**config.mk**
```make
export PLATFORM = sky130hd
export DESIGN_NAME = pls_regs
export DESIGN_NICKNAME = d
export VERILOG_FILES = /design/src/rtl/pls_pkg.sv /design/src/rtl/pls_regs.sv
export SDC_FILE = /design/constraint.sdc
export NUM_CORES = 1
export LEC_CHECK = 0
export BUFFER_PORTS_ARGS = -buffer_cell sky130_fd_sc_hd__buf_4
export CAP_MARGIN = 0
export CORE_MARGIN = 1
export CORE_UTILIZATION = 54
export DETAILED_ROUTE_END_ITERATION = 8
export PLACE_DENSITY_LB_ADDON = 0.15
export SKIP_CTS_REPAIR_TIMING = 1
export SLEW_MARGIN = 20
export SYNTH_ARGS = -nofsm -noshare
export SYNTH_HDL_FRONTEND = slang
export SYNTH_SLANG_ARGS = --single-unit
```
**constraint.sdc**
```tcl
create_clock -name clk -period 1.9 [get_ports clk]
set_clock_uncertainty 0.15 [all_clocks]
set_input_delay 0.19 -clock clk [delete_from_list [all_inputs] [get_ports clk]]
set_output_delay 0.19 -clock clk [all_outputs]
set_load 0.05 [all_outputs]
```
**src/rtl/pls_pkg.sv**
```systemverilog
// shared types, constants and constant functions of the phong/lambert shader
// no dependencies; every other rtl file refers to this package by scoped names
`default_nettype none

package pls_pkg;

  localparam int FRACTION_BITS = 14;
  localparam int COMP_W        = 16;
  localparam int TETA_SHIFT    = 2 * FRACTION_BITS - 16;
  localparam int TETA_W        = 20;
  localparam int D_W           = 22;
  localparam int NUM_W         = 40;
  localparam int NORM_W        = 44;
  localparam int LOG_W         = NORM_W;
  localparam int LOG_P_W       = 6;
  localparam int LOG_FR_W      = 16;
  localparam int LOG_Q_W       = LOG_P_W + LOG_FR_W;
  localparam int LOG_STEPS     = 16;
  localparam int LOG_LAT       = LOG_STEPS + 2;
  localparam int EXP_STEPS     = 16;
  localparam int VALUE_W       = 57;
  localparam int COEF_W        = 30;
  localparam int SHIN_W        = 12;
  localparam int ADDR_W        = 5;
  localparam int DATA_W        = 32;

  localparam logic [18:0] INV_PI_Q20  = 19'd333772;
  localparam logic [17:0] INV_2PI_Q20 = 18'd166886;
  localparam logic [VALUE_W-1:0] SAT_CAP = VALUE_W'(1) << 56;
  localparam logic [SHIN_W-1:0] SHIN_RESET = 12'd16;

  typedef enum logic [1:0] {
    MODE_LAMBERT    = 2'd0,
    MODE_HALF_PHONG = 2'd1,
    MODE_NORM_PHONG = 2'd2,
    MODE_BASE_PHONG = 2'd3
  } mode_t;

  typedef enum logic [2:0] {
    REG_MODE           = 3'd0,
    REG_DIFFUSE_RED    = 3'd1,
    REG_DIFFUSE_GREEN  = 3'd2,
    REG_DIFFUSE_BLUE   = 3'd3,
    REG_SPECULAR_RED   = 3'd4,
    REG_SPECULAR_GREEN = 3'd5,
    REG_SPECULAR_BLUE  = 3'd6,
    REG_SHININESS      = 3'd7
  } reg_idx_t;

  typedef struct packed {
    logic signed [COMP_W-1:0] view_x;
    logic signed [COMP_W-1:0] view_y;
    logic signed [COMP_W-1:0] view_z;
    logic signed [COMP_W-1:0] light_x;
    logic signed [COMP_W-1:0] light_y;
    logic signed [COMP_W-1:0] light_z;
    logic signed [COMP_W-1:0] normal_x;
    logic signed [COMP_W-1:0] normal_y;
    logic signed [COMP_W-1:0] normal_z;
  } hit_t;

  typedef struct packed {
    logic [15:0] shade_red;
    logic [15:0] shade_green;
    logic [15:0] shade_blue;
  } shade_t;

  typedef struct packed {
    mode_t             mode;
    logic [2:0][15:0]  kd;
    logic [2:0][15:0]  ks;
    logic [SHIN_W-1:0] shininess;
  } cfg_t;

  typedef struct packed {
    logic signed [NUM_W-1:0] num;
    logic [NORM_W-1:0]       norm2;
    logic [TETA_W-1:0]       teta;
  } geom_t;

  typedef struct packed {
    logic [TETA_W-1:0]  teta;
    logic [VALUE_W-1:0] value;
  } spec_t;

  function automatic logic [63:0] isqrt64(input logic [63:0] v_in);
    logic [63:0] v;
    logic [63:0] r;
    logic [63:0] b;
    v = v_in;
    r = '0;
    b = 64'd1 << 62;
    for (int i = 0; i < 32; i++) begin
      if (b > v) b = b >> 2;
    end
    for (int i = 0; i < 32; i++) begin
      if (b != 64'd0) begin
        if (v >= r + b) begin
          v = v - (r + b);
          r = (r >> 1) + b;
        end else begin
          r = r >> 1;
        end
        b = b >> 2;
      end
    end
    return r;
  endfunction

  // 2^(2^-k) in q1.30, each link truncated as in the square root chain
  function automatic logic [30:0] chain_const(input int k);
    logic [63:0] c;
    c = isqrt64(64'd1 << 61);
    for (int j = 2; j <= EXP_STEPS; j++) begin
      if (j <= k) c = isqrt64(c << 30);
    end
    return c[30:0];
  endfunction

endpackage

`default_nettype wire

```
**src/rtl/pls_regs.sv**
```systemverilog
// apb configuration registers: model mode, reflectances and shininess
// uses pls_pkg
`default_nettype none

module pls_regs (
  input  wire logic                       clk,
  input  wire logic                       rst,
  input  wire logic                       psel,
  input  wire logic                       penable,
  input  wire logic                       pwrite,
  input  wire logic [pls_pkg::ADDR_W-1:0] paddr,
  input  wire logic [pls_pkg::DATA_W-1:0] pwdata,
  output logic      [pls_pkg::DATA_W-1:0] prdata,
  output logic                            pready,
  output pls_pkg::cfg_t                   cfg
);

  pls_pkg::reg_idx_t idx;
  logic              wr;

  assign idx    = pls_pkg::reg_idx_t'(paddr[pls_pkg::ADDR_W-1:2]);
  assign wr     = psel && penable && pwrite;
  assign pready = 1'b1;

  always_ff @(posedge clk) begin
    if (rst) begin
      cfg.mode      <= pls_pkg::MODE_LAMBERT;
      cfg.kd        <= '0;
      cfg.ks        <= '0;
      cfg.shininess <= pls_pkg::SHIN_RESET;
    end else if (wr) begin
      unique case (idx)
        pls_pkg::REG_MODE:           cfg.mode      <= pls_pkg::mode_t'(pwdata[1:0]);
        pls_pkg::REG_DIFFUSE_RED:    cfg.kd[0]     <= pwdata[15:0];
        pls_pkg::REG_DIFFUSE_GREEN:  cfg.kd[1]     <= pwdata[15:0];
        pls_pkg::REG_DIFFUSE_BLUE:   cfg.kd[2]     <= pwdata[15:0];
        pls_pkg::REG_SPECULAR_RED:   cfg.ks[0]     <= pwdata[15:0];
        pls_pkg::REG_SPECULAR_GREEN: cfg.ks[1]     <= pwdata[15:0];
        pls_pkg::REG_SPECULAR_BLUE:  cfg.ks[2]     <= pwdata[15:0];
        pls_pkg::REG_SHININESS:      cfg.shininess <= pwdata[pls_pkg::SHIN_W-1:0];
        default: ;
      endcase
    end
  end

  always_comb begin
    prdata = '0;
    unique case (idx)
      pls_pkg::REG_MODE:           prdata = pls_pkg::DATA_W'(cfg.mode);
      pls_pkg::REG_DIFFUSE_RED:    prdata = pls_pkg::DATA_W'(cfg.kd[0]);
      pls_pkg::REG_DIFFUSE_GREEN:  prdata = pls_pkg::DATA_W'(cfg.kd[1]);
      pls_pkg::REG_DIFFUSE_BLUE:   prdata = pls_pkg::DATA_W'(cfg.kd[2]);
      pls_pkg::REG_SPECULAR_RED:   prdata = pls_pkg::DATA_W'(cfg.ks[0]);
      pls_pkg::REG_SPECULAR_GREEN: prdata = pls_pkg::DATA_W'(cfg.ks[1]);
      pls_pkg::REG_SPECULAR_BLUE:  prdata = pls_pkg::DATA_W'(cfg.ks[2]);
      pls_pkg::REG_SHININESS:      prdata = pls_pkg::DATA_W'(cfg.shininess);
      default:                     prdata = '0;
    endcase
  end

endmodule

`default_nettype wire

```
==> results of run 1 <==
==> power breakdown <==
part | internal, W | total, W | switching [W] | leakage (nW)
Combinational | 0.000225 | 0.000629 | 0.000404 | 2.47
Clock | 0.000515 | 0.00131 | 0.000792 | 0.0893
Sequential | 0.00232 | 0.00234 | 0.0000155 | 0.889
Total | 0.00306 | 0.00427 | 0.00121 | 3.45
==> layout by cell type (no fill, tap or decap), types with 5 or more instances in the layout <==
cell           Yosys  layout
conb_1             2      17
mux2_2            18      18
a22oi_1           27      19
dlygate4sd3_1      0      16
dfxtp_1          110     105
dfxtp_2            0       5
o221ai_2           0       9
mux2i_1          103     103
o21ai_0           16      16
nand2_1            6       6
clkbuf_8           0      10
nor2_1             5       5
buf_4             26     179
a22oi_2            0       8
buf_6              3       5
a21oi_1           17      16
nand2b_1         111     111
nand3_1           18      18
==> layer usage <==
layer	GRT usage [%]	wire length, um	part of all wire (%)
met5	0	0	0
met2	48.2	7530	47
met3	5.94	1300	8.1
met4	8.92	305	1.9
met1	41.7	6890	43
==> path summary, 6_finish.rpt <==
kind / slack, ns / from / to / cells past startpoint
setup / recovery: -0.06 / cfg[29] / prdata[1] / 4
hold / removal: 0.05 / rst / cfg[93] / 2
setup reg to reg: 0.99 / cfg[99] / cfg[99] / 2
hold reg to reg: 0.34 / cfg[13] / cfg[13] / 2
==> cells by family after synthesis <==
kind of cell	share of synthesized area [%]
compound gates	10.5
buf+inv	7.15
flops	41.0
mux	23.0
other cells	0.140
simple gates	18.3
==> cells in the mapped netlist (2+ instances only) <==
| cell type | n | area, um^2 |
|---|---|---|
| nand2b_1 | 111 | 694 |
| dfxtp_1 | 110 | 2200 |
| mux2i_1 | 103 | 1030 |
| a22oi_1 | 27 | 203 |
| buf_4 | 26 | 195 |
| mux2_2 | 18 | 203 |
| nand3_1 | 18 | 90.1 |
| a21oi_1 | 17 | 85.1 |
| clkbuf_1 | 16 | 60.1 |
| o21ai_0 | 16 | 80.1 |
| buf_2 | 14 | 70.1 |
| o221ai_1 | 9 | 78.8 |
| nand2_1 | 6 | 22.5 |
| nor2_1 | 5 | 18.8 |
| nor2b_1 | 5 | 31.3 |
| a221o_1 | 4 | 40.0 |
| buf_6 | 3 | 33.8 |
| inv_1 | 3 | 11.3 |
| a221oi_1 | 2 | 17.5 |
| a22o_1 | 2 | 17.5 |
| clkbuf_2 | 2 | 10.0 |
| conb_1 | 2 | 7.51 |
| nand2_4 | 2 | 22.5 |
| o22ai_1 | 2 | 12.5 |
==> layout make-up <==
type                            count  area share [%]
Multi-Input combinational cell    379            41.5
Sequential cell                   110            30.7
Timing Repair Buffer              204            22.8
Tap cell                          133            2.32
Clock buffer                       11            1.97
Clock inverter                      5           0.487
Inverter                            4           0.209
==> stage by stage <==
stage	instances	setup WS (ns)	area, um^2	power [W]	hold slack [ns]
after floorplan	554	0.00318	5510	0.00281	0.188
after global placement	813	0.0525	6770	0.00297	0.319
after detailed placement	813	0.0216	6770	0.00297	0.326
after CTS	829	-0.0943	6940	0.00425	-0.0742
after global routing	846	-0.114	7190	0.00441	0.0431
final	846	-0.0619	7190	0.00427	0.0505
==> worst max-delay path: cells and delay by family (launching register included) <==
| family | cells | cell delay, ns |
|---|---|---|
| AO/OA/AOI/OAI | 1 | 0.33 |
| buffers and inverters | 1 | 0.16 |
| flip-flops | 1 | 0.34 |
| multiplexers | 1 | 0.26 |
| AND/OR/NAND/NOR | 1 | 0.17 |
==> metrics.md, run 1 <==
| Metric | Value |
|---|---|
| DPL Wire Length | roughly 11,000 um |
| Yosys warns | 0 |
| Clk sinks | 110 |
| Endpoint class of the critical path | primary output |
| Asr flop ratio synth | 0% |
| Die Wd | around 100 um |
| Clock root cell | clkbuf_8 |
| Fin util | 73.9% |
| Gr usage total | a little under a third |
| Placeable Area | 9730 um^2 |
| Synth Instances | roughly 540 |
| # port buffers | between 100 and 150 |
| Gpl congestion | 0.836 |
| CTS clock-pin slew for the worst setup and hold paths | 0.09 ns |
| #FFs+latches synth | 110 |
| RSZ-0062 raised after global routing | true |
| Via count | 4,821 |
| DR DRC count | 0 |
| Max-cap violation count | 0 |
| Largest net degree at the start of global routing | 46 |
| Required time of the critical path | around 1.6 ns |
| Number of fill cells | about 740 |
| Cell Area, Synth | ~5400 um^2 |
| Drt total wl | 16,000 um |
| Antenna diodes | 0 |
| Gr ovfl total | 0 |
| Final Setup Violations | 1 |
| Largest Register | cfg |
| Status | complete, but fails checks |
| Routed Antenna Nets | 0 |
| Sequential cell area fraction in the yosys report | 41.0% |
| Max Fclk | 0.510 GHz |
| Multi-input logic area | just under 3000 um^2 |
| Reg area | 2210 um^2 |
| CP max stage cell | dfxtp_2 |
| Final hold vios | 0 |
| Final min period | 1.96 ns |
| Setup ws final | -0.0619 ns |
| Routed wire per std cell | 18.9 um |
| CTS tree | yes |
| Setup tns final | -0.0619 ns |
| Initial antenna violation count | 0 |
| Number of synthesized flops with an enable pin | 0 |
| Synth unique cells | 40 |
| Share of post-route cells with drive strength above 1 | 36.0% |
| Die Ht | 102 um |
| Max stage delay on crit path | roughly 0.34 ns |
| CP arrival | 1.62 ns |
| Worst skew pair latency | 0.36 ns |
| Worst ir drop on vdd | roughly 0.4 mV |
| Synth-to-Final Area Change | 33.7% |
| First DRT Iteration DRCs | 245 |
| HP Class | in2reg |
| Fin. max-slew vios | 0 |
| Num CTS Buffers | 9 |
| Setup crit start kind | flop |
| Pwr dens | 595 nW/um^2 |
| Number of global-route vias before repair | 4,367 |
| Vias per inst | around 5.7 |
| Top Registers | cfg x110 |
| Crit path kind | reg2out |
| Number of core rows | 36 |
| Total Die Area | just over 10,000 um^2 |
| Syn Area/Cell | 9.97 um^2 |
| CTS H-tree depth | 3 |
| Starting Density | 55.2% |
| Leak pwr | about 3.4 nW |
| Violated checks | setup timing |
| Predominant post-synthesis flop cell | dfxtp_1 |
| Cell Chain, Critical Path | mux2_2 -> and3_4 -> o32a_1 -> buf_6 |
| Ports | 185 |
| DR pass1 iterations | 5 |
| Max reg flops | 110 |
| Final worst-path cycle share | 103% |
| CP Max Fanout | 3 |
| Layout net count | 750 |
| CTS max path bufs | 2 |
| First-pass GRT wire length | 23,500 um |
Power figures use the tool's default switching activity.
==> run 2: changes to the inputs <==
CELL_PAD_IN_SITES_DETAIL_PLACEMENT = 2   (was default)
CELL_PAD_IN_SITES_GLOBAL_PLACEMENT = 2   (was default)
CORE_MARGIN = 3   (was 1)
CORE_UTILIZATION = 32   (was 54)
==> run 2 against run 1 <==
Compared with the run above: the flow finishes with violations (hold timing, setup timing); global-route usage decreased by 8.4 points; wire length grew 27%; power grew 12%; register-to-register slack worse by 0.03 ns; largest cell class unchanged; critical endpoint unchanged; via count decreased by 1.2%.
==> metrics.md, run 2 (synthesized netlist as in run 1, its figures left out) <==
| Metric | Value |
|---|---|
| Most frequent cells in the layout | buf_4, nand2b_1, dfxtp_1, mux2i_1 (was buf_4, nand2b_1, dfxtp_1, mux2i_1, a22oi_1) |
| Endpoint class of the critical path | primary output (unchanged) |
| Die Wd | 136 um (was 102 um) |
| CTS H-tree depth | 3 (unchanged) |
| Fin. max-slew vios | 0 (unchanged) |
| Initial antenna violation count | 0 (unchanged) |
| Layout net count | 749 (was 750) |
| Clock root cell | clkbuf_16 (was clkbuf_8) |
| Gr ovfl total | 0 (unchanged) |
| First-pass GRT wire length | 31,000 um (was 23,500 um) |
| Gr usage total | 21.9% (was 30.3%) |
| Synth-to-Final Area Change | 37.1% (was 33.7%) |
| Placeable Area | 16,200 um^2 (was 9730 um^2) |
| Starting Density | 33.2% (was 55.2%) |
| Gpl congestion | 0.818 (was 0.836) |
| CTS clock-pin slew for the worst setup and hold paths | 0.07 ns (was 0.09 ns) |
| Max stage delay on crit path | 0.37 ns (was 0.34 ns) |
| Largest Register | cfg (unchanged) |
| RR Endpoint | cfg[102] (was cfg[99]) |
| CP max stage cell | o32a_1 (was dfxtp_2) |
| Pwr dens | 650 nW/um^2 (was 595 nW/um^2) |
| DR DRC count | 0 (unchanged) |
| Reg2reg start | cfg[102] (was cfg[99]) |
| RSZ-0062 raised after global routing | true (unchanged) |
| Crit path kind | reg2out (unchanged) |
| Routed wire per std cell | 21.9 um (was 18.9 um) |
| Setup WS pre-CTS | 0.0299 ns (was 0.0216 ns) |
| FF-to-FF setup slack | 0.96 ns (was 0.99 ns) |
| Setup crit start kind | flop (unchanged) |
| CP Max Fanout | 2 (was 3) |
| Leak pwr | 3.49 nW (was 3.45 nW) |
| Violated checks | hold timing, setup timing (was setup timing) |
| CTS tree | yes (unchanged) |
| Hold Slack | -0.0348 ns (was 0.0505 ns) |
| Final Setup Violations | 1 (unchanged) |
| DPL Wire Length | 14,700 um (was 11,000 um) |
| Die Ht | 136 um (was 102 um) |
| Setup ws final | -0.0952 ns (was -0.0619 ns) |
| Max-cap violation count | 0 (unchanged) |
| Max reg flops | 110 (unchanged) |
| Worst hold path cell count | 3 (was 2) |
| Commonest non-fill, non-tap cell in the layout | buf_4 (unchanged) |
| Num CTS Buffers | 9 (unchanged) |
| Ports | 185 (unchanged) |
| # port buffers | 149 (unchanged) |
| Worst r2r path cells | 2 (unchanged) |
| Number of global-route vias before repair | 5,124 (was 4,367) |
| Final worst-path cycle share | 105% (was 103%) |
| Required time of the critical path | 1.56 ns (about the same) |
| Via count | 4,763 (was 4,821) |
| Final min period | 2.00 ns (was 1.96 ns) |
| Routed Antenna Nets | 0 (unchanged) |
| CTS max path bufs | 2 (unchanged) |
| Drt total wl | 20,300 um (was 16,000 um) |
| Max Fclk | 0.501 GHz (was 0.510 GHz) |
| Vias per inst | 5.13 (was 5.70) |
| Worst skew pair latency | 0.35 ns (was 0.36 ns) |
| Fin util | 45.6% (was 73.9%) |
| Final hold vios | 3 (was 0) |
| Number of core rows | 46 (was 36) |
| Antenna diodes | 0 (unchanged) |
| HP Class | in2reg (unchanged) |
| Largest net degree at the start of global routing | 92 (was 46) |
| CP arrival | 1.66 ns (was 1.62 ns) |
| First DRT Iteration DRCs | 176 (was 245) |
| Worst Hold End | cfg[105] (was cfg[93]) |
| DR pass1 iterations | 7 (was 5) |
| Cell Chain, Critical Path | mux2_4 -> and3_4 -> o32a_1 -> buf_6 (was mux2_2 -> and3_4 -> o32a_1 -> buf_6) |
| Hold path start | pwdata[13] (was rst) |
| Clk sinks | 110 (unchanged) |
| Status | complete, but fails checks (unchanged) |
| Share of post-route cells with drive strength above 1 | 36.5% (was 36.0%) |
| Number of fill cells | 1,714 (was 739) |
| Worst ir drop on vdd | 0.406 mV (about the same) |
| Top Registers | cfg x110 (unchanged) |
| Total Die Area | 18,400 um^2 (was 10,400 um^2) |
[run 2: layout make-up]
class	count	area (um^2)	area share, %
well taps	216	270	3.67
clock buffers	10	229	3.11
repair buffers	203	1600	21.7
flip-flops and latches	110	2210	30.0
multi-input cells	379	3000	40.7
inverters	4	15.0	0.204
clock inverters	6	46.3	0.628
[run 2: through the flow]
stage | total power (W) | cell area (um^2) | std cells | setup TNS, ns
after global routing | 0.00495 | 7370 | 928 | -0.261
after detailed placement | 0.00300 | 6870 | 897 | 0
after CTS | 0.00480 | 7150 | 913 | -0.195
final | 0.00479 | 7370 | 928 | -0.0952
after global placement | 0.00299 | 6870 | 897 | 0
after floorplan | 0.00281 | 5510 | 554 | 0
[run 2: worst max-delay path by stage]
stage	slack, ns	endpoint	start	cells after the start
2_1_floorplan	0.003	prdata[0]	cfg[44]	3
3_3_place_gp	0.05	prdata[8]	paddr[2]	6
3_5_place_dp	0.03	prdata[8]	paddr[4]	5
4_1_cts	-0.15	prdata[1]	cfg[13]	4
5_1_grt	-0.14	prdata[1]	cfg[13]	4
6_report	-0.1	prdata[1]	cfg[13]	4
[run 2: per-layer routing]
metal	vias to the layer above	global-route usage, %	part of all wire, %
met2	123	37.9	50
met3	18	3.23	4.0
li1	2193	-	-
met5	-	0	0
met4	0	6.05	1.4
met1	2429	28.5	45
[run 2: where the power goes]
group          total, W  switching (W)  internal (W)
logic          0.000641       0.000420      0.000221
registers       0.00234      0.0000171       0.00232
clock network   0.00181       0.000913      0.000899
[run 2: critical path: cells and delay by family (launching register included)]
| kind | cells | cell delay, ns |
|---|---|---|
| AOI/OAI and AO/OA | 1 | 0.37 |
| DFF | 1 | 0.32 |
| muxes | 1 | 0.26 |
| and+or+nand+nor | 1 | 0.18 |
| buffers and inverters | 1 | 0.16 |
